--- src/hw/rtl/usv_pkg.sv ---
package usv_pkg;

    // decode state carried from one byte to the next
    typedef struct packed {
        logic        fault_seen;
        logic [1:0]  bytes_left;
        logic [20:0] partial_value;
        logic [1:0]  sequence_length;
    } cp_state_t;

    // control_policy bit positions
    localparam int unsigned POL_REJECT_C0  = 0;
    localparam int unsigned POL_ALLOW_WS   = 1;
    localparam int unsigned POL_REJECT_DEL = 2;
    localparam int unsigned POL_REJECT_C1  = 3;

    localparam int unsigned POLICY_W = 4;

    // register file layout
    localparam int unsigned ADDR_W       = 3;
    localparam int unsigned DATA_W       = 32;
    localparam logic        IDX_POLICY   = 1'b0;

    // scalar value limits
    localparam logic [20:0] MAX_SCALAR = 21'h10FFFF;
    localparam logic [20:0] SURR_LO    = 21'h00D800;
    localparam logic [20:0] SURR_HI    = 21'h00DFFF;
    localparam logic [20:0] MIN_LEN1   = 21'h000080;
    localparam logic [20:0] MIN_LEN2   = 21'h000800;
    localparam logic [20:0] MIN_LEN3   = 21'h010000;
    localparam logic [20:0] C0_END     = 21'h000020;
    localparam logic [20:0] CP_TAB     = 21'h000009;
    localparam logic [20:0] CP_LF      = 21'h00000A;
    localparam logic [20:0] CP_CR      = 21'h00000D;
    localparam logic [20:0] CP_DEL     = 21'h00007F;
    localparam logic [20:0] C1_FIRST   = 21'h000080;
    localparam logic [20:0] C1_LAST    = 21'h00009F;

endpackage

--- src/hw/rtl/usv_stream_if.sv ---
interface usv_byte_if;
    logic       valid;
    logic       ready;
    logic       byte_present;
    logic [7:0] data_byte;
    logic       end_of_buffer;

    modport source (output valid, output byte_present, output data_byte,
                    output end_of_buffer, input ready);
    modport sink (input valid, input byte_present, input data_byte,
                  input end_of_buffer, output ready);
endinterface

interface usv_verdict_if;
    logic valid;
    logic ready;
    logic text_valid;

    modport source (output valid, output text_valid, input ready);
    modport sink (input valid, input text_valid, output ready);
endinterface

--- src/hw/rtl/usv_decode.sv ---
module usv_decode (
    input  logic [usv_pkg::POLICY_W-1:0] policy,
    input  usv_pkg::cp_state_t           cur,
    input  logic [7:0]                   data_byte,
    output usv_pkg::cp_state_t           nxt
);

    function automatic logic permits(input logic [usv_pkg::POLICY_W-1:0] pol,
                                     input logic [20:0] cp);
        logic ok;
        begin
            ok = 1'b1;
            if (pol[usv_pkg::POL_REJECT_C0] && cp < usv_pkg::C0_END)
            begin
                ok = pol[usv_pkg::POL_ALLOW_WS] &&
                     (cp == usv_pkg::CP_TAB || cp == usv_pkg::CP_LF ||
                      cp == usv_pkg::CP_CR);
            end
            else if (pol[usv_pkg::POL_REJECT_DEL] && cp == usv_pkg::CP_DEL)
            begin
                ok = 1'b0;
            end
            else if (pol[usv_pkg::POL_REJECT_C1] && cp >= usv_pkg::C1_FIRST &&
                     cp <= usv_pkg::C1_LAST)
            begin
                ok = 1'b0;
            end
            return ok;
        end
    endfunction

    logic [20:0] pv_shift;
    logic [1:0]  bl_dec;
    logic [20:0] min_value;

    assign pv_shift = {cur.partial_value[14:0], data_byte[5:0]};
    assign bl_dec   = cur.bytes_left - 2'd1;

    // overlong floor for the character length
    always_comb
    begin
        case (cur.sequence_length)
            2'd1:    min_value = usv_pkg::MIN_LEN1;
            2'd2:    min_value = usv_pkg::MIN_LEN2;
            default: min_value = usv_pkg::MIN_LEN3;
        endcase
    end

    always_comb
    begin
        nxt = cur;
        if (!cur.fault_seen)
        begin
            if (cur.bytes_left == 2'd0)
            begin
                // lead byte
                if (!data_byte[7])
                begin
                    if (!permits(policy, {13'd0, data_byte}))
                        nxt.fault_seen = 1'b1;
                end
                else if (data_byte[7:5] == 3'b110)
                begin
                    nxt.partial_value   = {16'd0, data_byte[4:0]};
                    nxt.sequence_length = 2'd1;
                    nxt.bytes_left      = 2'd1;
                end
                else if (data_byte[7:4] == 4'b1110)
                begin
                    nxt.partial_value   = {17'd0, data_byte[3:0]};
                    nxt.sequence_length = 2'd2;
                    nxt.bytes_left      = 2'd2;
                end
                else if (data_byte[7:3] == 5'b11110)
                begin
                    nxt.partial_value   = {18'd0, data_byte[2:0]};
                    nxt.sequence_length = 2'd3;
                    nxt.bytes_left      = 2'd3;
                end
                else
                begin
                    nxt.fault_seen = 1'b1;
                end
            end
            else if (data_byte[7:6] != 2'b10)
            begin
                nxt.fault_seen = 1'b1;
            end
            else
            begin
                nxt.partial_value = pv_shift;
                nxt.bytes_left    = bl_dec;
                if (bl_dec == 2'd0)
                begin
                    // character complete: range, surrogate and policy checks
                    if (pv_shift < min_value || pv_shift > usv_pkg::MAX_SCALAR ||
                        (pv_shift >= usv_pkg::SURR_LO && pv_shift <= usv_pkg::SURR_HI) ||
                        !permits(policy, pv_shift))
                        nxt.fault_seen = 1'b1;
                    nxt.partial_value   = 21'd0;
                    nxt.sequence_length = 2'd0;
                end
            end
        end
    end

endmodule

--- src/hw/rtl/utf8_stream_validator.sv ---
// utf8 stream validator: checks a byte stream buffer by buffer
// the last item of a buffer passes the input register, then its verdict
//   goes to the verdict register; it stalls while a verdict is still held
// rate: one item per cycle save that stall, one combinational decode per byte
// reset: rst_n asynchronous active low, clears decode state, pipeline valids
//   and control_policy

module utf8_stream_validator (
    input  logic                         clk,
    input  logic                         rst_n,
    usv_byte_if.sink                     byte_in,
    usv_verdict_if.source                verdict_out,
    input  logic                         psel,
    input  logic                         penable,
    input  logic                         pwrite,
    input  logic [usv_pkg::ADDR_W-1:0]   paddr,
    input  logic [usv_pkg::DATA_W-1:0]   pwdata,
    output logic [usv_pkg::DATA_W-1:0]   prdata,
    output logic                         pready
);

    // configuration register
    logic [usv_pkg::POLICY_W-1:0] policy_reg;
    logic                         cfg_write;

    // input register stage
    logic       s1_valid_reg;
    logic       s1_present_reg;
    logic [7:0] s1_byte_reg;
    logic       s1_end_reg;
    logic       s1_advance;

    // running decode state
    usv_pkg::cp_state_t state_reg;
    usv_pkg::cp_state_t state_next;
    usv_pkg::cp_state_t dec_state;
    usv_pkg::cp_state_t after_byte;

    // verdict register
    logic out_valid_reg;
    logic out_valid_next;
    logic out_text_reg;
    logic verdict;

    // apb: zero wait states, one register at index 0, low address bits ignored
    assign pready    = 1'b1;
    assign cfg_write = psel && penable && pwrite && pready &&
                       (paddr[usv_pkg::ADDR_W-1:2] == usv_pkg::IDX_POLICY);
    assign prdata    = {{(usv_pkg::DATA_W-usv_pkg::POLICY_W){1'b0}}, policy_reg};

    always_ff @(posedge clk or negedge rst_n)
    begin
        if (!rst_n)
            policy_reg <= '0;
        else if (cfg_write)
            policy_reg <= pwdata[usv_pkg::POLICY_W-1:0];
    end

    // an item in the input register moves on unless it carries a verdict
    // and the verdict register is still held by the sink
    assign s1_advance    = s1_valid_reg &&
                           (!s1_end_reg || !out_valid_reg || verdict_out.ready);
    assign byte_in.ready = !s1_valid_reg || s1_advance;

    always_ff @(posedge clk or negedge rst_n)
    begin
        if (!rst_n)
            s1_valid_reg <= 1'b0;
        else if (byte_in.ready)
            s1_valid_reg <= byte_in.valid;
    end

    // payload needs no reset
    always_ff @(posedge clk)
    begin
        if (byte_in.valid && byte_in.ready)
        begin
            s1_present_reg <= byte_in.byte_present;
            s1_byte_reg    <= byte_in.data_byte;
            s1_end_reg     <= byte_in.end_of_buffer;
        end
    end

    usv_decode u_decode (
        .policy    (policy_reg),
        .cur       (state_reg),
        .data_byte (s1_byte_reg),
        .nxt       (dec_state)
    );

    // an item without a byte leaves the state alone
    assign after_byte = s1_present_reg ? dec_state : state_reg;
    assign verdict    = !after_byte.fault_seen && (after_byte.bytes_left == 2'd0);

    always_comb
    begin
        state_next = state_reg;
        if (s1_advance)
        begin
            // end of buffer: verdict taken, state back to its reset value
            if (s1_end_reg)
                state_next = '0;
            else
                state_next = after_byte;
        end
    end

    always_ff @(posedge clk or negedge rst_n)
    begin
        if (!rst_n)
            state_reg <= '0;
        else
            state_reg <= state_next;
    end

    always_comb
    begin
        out_valid_next = out_valid_reg;
        if (s1_advance && s1_end_reg)
            out_valid_next = 1'b1;
        else if (verdict_out.ready)
            out_valid_next = 1'b0;
    end

    always_ff @(posedge clk or negedge rst_n)
    begin
        if (!rst_n)
            out_valid_reg <= 1'b0;
        else
            out_valid_reg <= out_valid_next;
    end

    always_ff @(posedge clk)
    begin
        if (s1_advance && s1_end_reg)
            out_text_reg <= verdict;
    end

    assign verdict_out.valid      = out_valid_reg;
    assign verdict_out.text_valid = out_text_reg;

endmodule

--- src/flat_wrapper.sv ---
// flat-port wrapper written by rule: the top's interface ports become plain ports
module utf8_stream_validator_flat 
  (clk, rst_n, psel, penable, pwrite, paddr, pwdata, prdata, pready, byte_in_valid, byte_in_byte_present, byte_in_data_byte, byte_in_end_of_buffer, byte_in_ready, verdict_out_valid, verdict_out_text_valid, verdict_out_ready);
  usv_byte_if byte_in_i ();
  usv_verdict_if verdict_out_i ();
  input  logic clk;
  input  logic rst_n;
  input  logic psel;
  input  logic penable;
  input  logic pwrite;
  input  logic [usv_pkg::ADDR_W-1:0] paddr;
  input  logic [usv_pkg::DATA_W-1:0] pwdata;
  output logic [usv_pkg::DATA_W-1:0] prdata;
  output logic pready;
  input wire logic [$bits(byte_in_i.valid)-1:0] byte_in_valid;
  input wire logic [$bits(byte_in_i.byte_present)-1:0] byte_in_byte_present;
  input wire logic [$bits(byte_in_i.data_byte)-1:0] byte_in_data_byte;
  input wire logic [$bits(byte_in_i.end_of_buffer)-1:0] byte_in_end_of_buffer;
  output wire logic [$bits(byte_in_i.ready)-1:0] byte_in_ready;
  output wire logic [$bits(verdict_out_i.valid)-1:0] verdict_out_valid;
  output wire logic [$bits(verdict_out_i.text_valid)-1:0] verdict_out_text_valid;
  input wire logic [$bits(verdict_out_i.ready)-1:0] verdict_out_ready;
  assign byte_in_i.valid = byte_in_valid;
  assign byte_in_i.byte_present = byte_in_byte_present;
  assign byte_in_i.data_byte = byte_in_data_byte;
  assign byte_in_i.end_of_buffer = byte_in_end_of_buffer;
  assign byte_in_ready = byte_in_i.ready;
  assign verdict_out_valid = verdict_out_i.valid;
  assign verdict_out_text_valid = verdict_out_i.text_valid;
  assign verdict_out_i.ready = verdict_out_ready;
  utf8_stream_validator u_core (.clk(clk), .rst_n(rst_n), .byte_in(byte_in_i), .verdict_out(verdict_out_i), .psel(psel), .penable(penable), .pwrite(pwrite), .paddr(paddr), .pwdata(pwdata), .prdata(prdata), .pready(pready));
endmodule
--- config.mk ---
export PLATFORM = sky130hd
export DESIGN_NAME = utf8_stream_validator_flat
export DESIGN_NICKNAME = d
export VERILOG_FILES = /design/src/hw/rtl/usv_pkg.sv /design/src/hw/rtl/usv_stream_if.sv /design/src/hw/rtl/usv_decode.sv /design/src/hw/rtl/utf8_stream_validator.sv /design/src/flat_wrapper.sv
export SDC_FILE = /design/constraint.sdc
export NUM_CORES = 1
export LEC_CHECK = 0
export BUFFER_PORTS_ARGS = -buffer_cell sky130_fd_sc_hd__buf_2
export CAP_MARGIN = 15
export CORE_ASPECT_RATIO = 0.6
export CORE_MARGIN = 8
export CORE_UTILIZATION = 35
export DETAILED_ROUTE_END_ITERATION = 6
export GPL_ROUTABILITY_DRIVEN = 0
export HOLD_SLACK_MARGIN = 0.03
export PLACE_DENSITY = 0.7
export SYNTH_ARGS = -nofsm -noshare
export SYNTH_HDL_FRONTEND = slang
export SYNTH_SLANG_ARGS = --single-unit
export TNS_END_PERCENT = 5
--- constraint.sdc ---
create_clock -name clk -period 4.4 [get_ports clk]
set_clock_uncertainty 0.1 [all_clocks]
set_input_delay 0.22 -clock clk [delete_from_list [all_inputs] [get_ports clk]]
set_output_delay 0.22 -clock clk [all_outputs]
set_load 0.03 [all_outputs]
==> run summary <==
gr ovfl total -> 0
Async SR Flop Fraction -> 70.3%
Pins Over Slew Limit -> 0
Slowest-stage cell, CP -> o21ai_1
Root Driver -> clkbuf_8
cts bufs inserted -> 5
Setup Buffers After CTS -> 0
PostCTS Resize Cnt -> 0
mean area per synthesized cell -> 9.23 sq um
max reg flops -> 20
Die ar. -> 9120 sq um
P_sw -> 286 uW
Final #Nets -> 335
Tcrit/Tclk final -> 63.6%
main flop type after synthesis -> dfrtp_1
FF+latch count, synth -> 37
power share of the clock group -> 27.9%
Final Core Density -> 41.3%
Worst Setup Start Kind -> register
Syn Std Cell Area -> 2190 sq um
Post-Place Setup Slack -> 1640 ps
DPL Wire Length -> 3650 um
synth unique cells -> 44
hold_buf cts -> 13
Fin Setup TNS -> 0 ps
Final Non-Filler Cells -> 362
CP peak stage delay -> 730 ps
Max Cap Viol -> 0
Final WS setup -> 1600 ps
Worst path top cell family by delay -> compound AO/OA/AOI/OAI gates
Boundary Pins -> 88
Max Clock Freq -> 357 MHz
Worst slew margin -> 37.2%
CTS H-tree lvls -> 2
Peak supply drop -> 0.147 mV
CTS tree -> built
WP buf/inv -> 2
Required @ worst endpoint -> 4470 ps
combinational share of power -> 23.7%
initial antenna violation count -> 0
vias in the first global route -> 1735
min cycle time layout -> 2800 ps
Hold Fails Final Rpt -> 0
Starting Density -> 36.0%
Switching Share -> 33.8%
total wire length -> 4910 um
post-placement cell count -> 341
post-synthesis cell count -> 237
Hold Path Class -> input pin to register
# setup viols final -> 0
# rows -> 22
leakage power -> 1.09 nW
crit end category -> register
DR DRC count -> 0
vias per cell -> 4.68
largest net degree at the start of global routing -> 27
pwr/cell area -> 336 nW/um^2
DIE WIDTH -> 118 um
worst path arrival time -> 2870 ps
CTS Sinks -> 37
Synth Warn # -> 0
outcome -> complete, no violations
sequential power share -> 48.4%
internal power -> 558 uW
antenna-violating nets left -> 0
RSZ-0062 raised after global routing -> false
CP Class -> register to register
1st-pass router iterations -> 4
number of synthesized flops with an enable pin -> 11
routed length per instance -> 13.6 um
critical path cell sequence -> inv_1 > ha_1 > and2_1 > a21oi_1 > nor2_1 > o21ai_1 > buf_4 > o21ai_0
Die Y -> 77.3 um
DRT iter0 DRCs -> 138
Antenna Cells -> 0
Total GRT Usage -> 11.4%
Core ar. -> 6080 sq um
layout cell share with drive strength beyond 1 -> 16.2%
clk_lat worst skew -> 290 ps
Clock Pin Slew Worst Setup and Hold Paths -> 80 ps
CTS Buffer Depth -> 2
worst slew pin tran -> 935 ps
first-pass GRT wire length -> 8550 um
Port Buf Inserts -> 28
synth-to-layout area growth -> 14.7%
critical-path maximum fanout -> 18
sequential area share after synthesis -> 44.8%
via count -> 1695
-- cell families after synthesis --
group | synth area share, %
fa+ha+maj | 3.43
simple gates | 20.3
mux | 2.06
compound gates | 14.9
buf+inv | 14.1
flops | 44.8
other cells | 0.343
-- worst reg2reg max path: cells and delay by family (launching register included) --
kind	cells	cell delay, ps
flops	1	440
buf+inv	2	410
compound gates	3	990
simple gates	2	350
fa+ha+maj	1	380
-- routing by layer --
metal / track usage (%) / routed length (um) / vias to the layer above
met3: 5.34 / 417 / 4
li1: - / - / 846
met4: 3.18 / 34 / 0
met2: 16.8 / 2110 / 66
met1: 14.4 / 2350 / 779
met5: 0 / 0 / -
-- synth_stat cells, types with 5 or more instances --
cell	number	area share (%)
nand3_1	7	1.6
edfxtp_1	11	15
buf_4	29	9.9
dfrtp_1	26	30
ha_1	6	3.4
nand2_1	37	6.3
o21ai_0	22	5.0
a21oi_1	5	1.1
nand2b_1	5	1.4
nor2_1	10	1.7
inv_1	16	2.7
-- per-stage QoR --
step	total power [mW]	hold slack, ps	cell area, sq um
2_1_floorplan	0.573	-176	2290
3_3_place_gp	0.601	161	2290
3_5_place_dp	0.605	171	2290
4_1_cts	0.851	40.8	2510
5_1_grt	0.895	42.1	2510
6_report	0.844	54.5	2510
-- cells in the final DEF, fill, tap and decap left out, types with 2 or more instances in the layout --
cell	instances
nand2_1	37
conb_1	29
buf_2	28
dfrtp_1	26
o21ai_0	22
inv_1	16
dlygate4sd3_1	13
edfxtp_1	11
nor2_1	10
nand3_1	7
ha_1	6
nand2b_1	5
a21oi_1	5
clkbuf_8	5
and2_1	4
nand4_1	4
a31oi_1	4
mux2_2	4
nor2b_1	3
o211ai_1	3
nor4_1	3
o21ai_1	3
nand4b_1	2
a211o_1	2
nor3_1	2
o31ai_1	2
-- cell type report --
class                      instances  area (sq um)
clock buffer                       5          68.8
clock inverter                     3          17.5
fill                             608          3570
inverter                          16          60.1
multi-input combinational        175          1000
sequential                        37           981
tap                               84           105
timing repair buffer              42           278
-- power groups by stage --
stage               Sequential, mW  Combinational [mW]  Clock (mW)
floorplan                    0.425               0.148           0
detailed placement           0.415               0.190           0
global route                 0.413               0.221       0.261
CTS                          0.408               0.199       0.244
finish                       0.408               0.200       0.236
global placement             0.414               0.187           0
-- final timing paths --
path / cells past startpoint / slack [ps] / end / from
setup reg to reg: 8 / 1600 / u_core.state_reg[11] / u_core.state_reg[23]
min in group asynchronous: 2 / 380 / u_core.state_reg[3] / rst_n
hold / removal: 2 / 50 / u_core.policy_reg[0] / pwdata[0]
setup / recovery: 8 / 1600 / u_core.state_reg[11] / u_core.state_reg[23]
max in group asynchronous: 2 / 3420 / u_core.state_reg[1] / rst_n
hold reg to reg: 2 / 410 / u_core.state_reg[11] / u_core.state_reg[11]
Note: power is estimated with default switching activity, not from simulation.
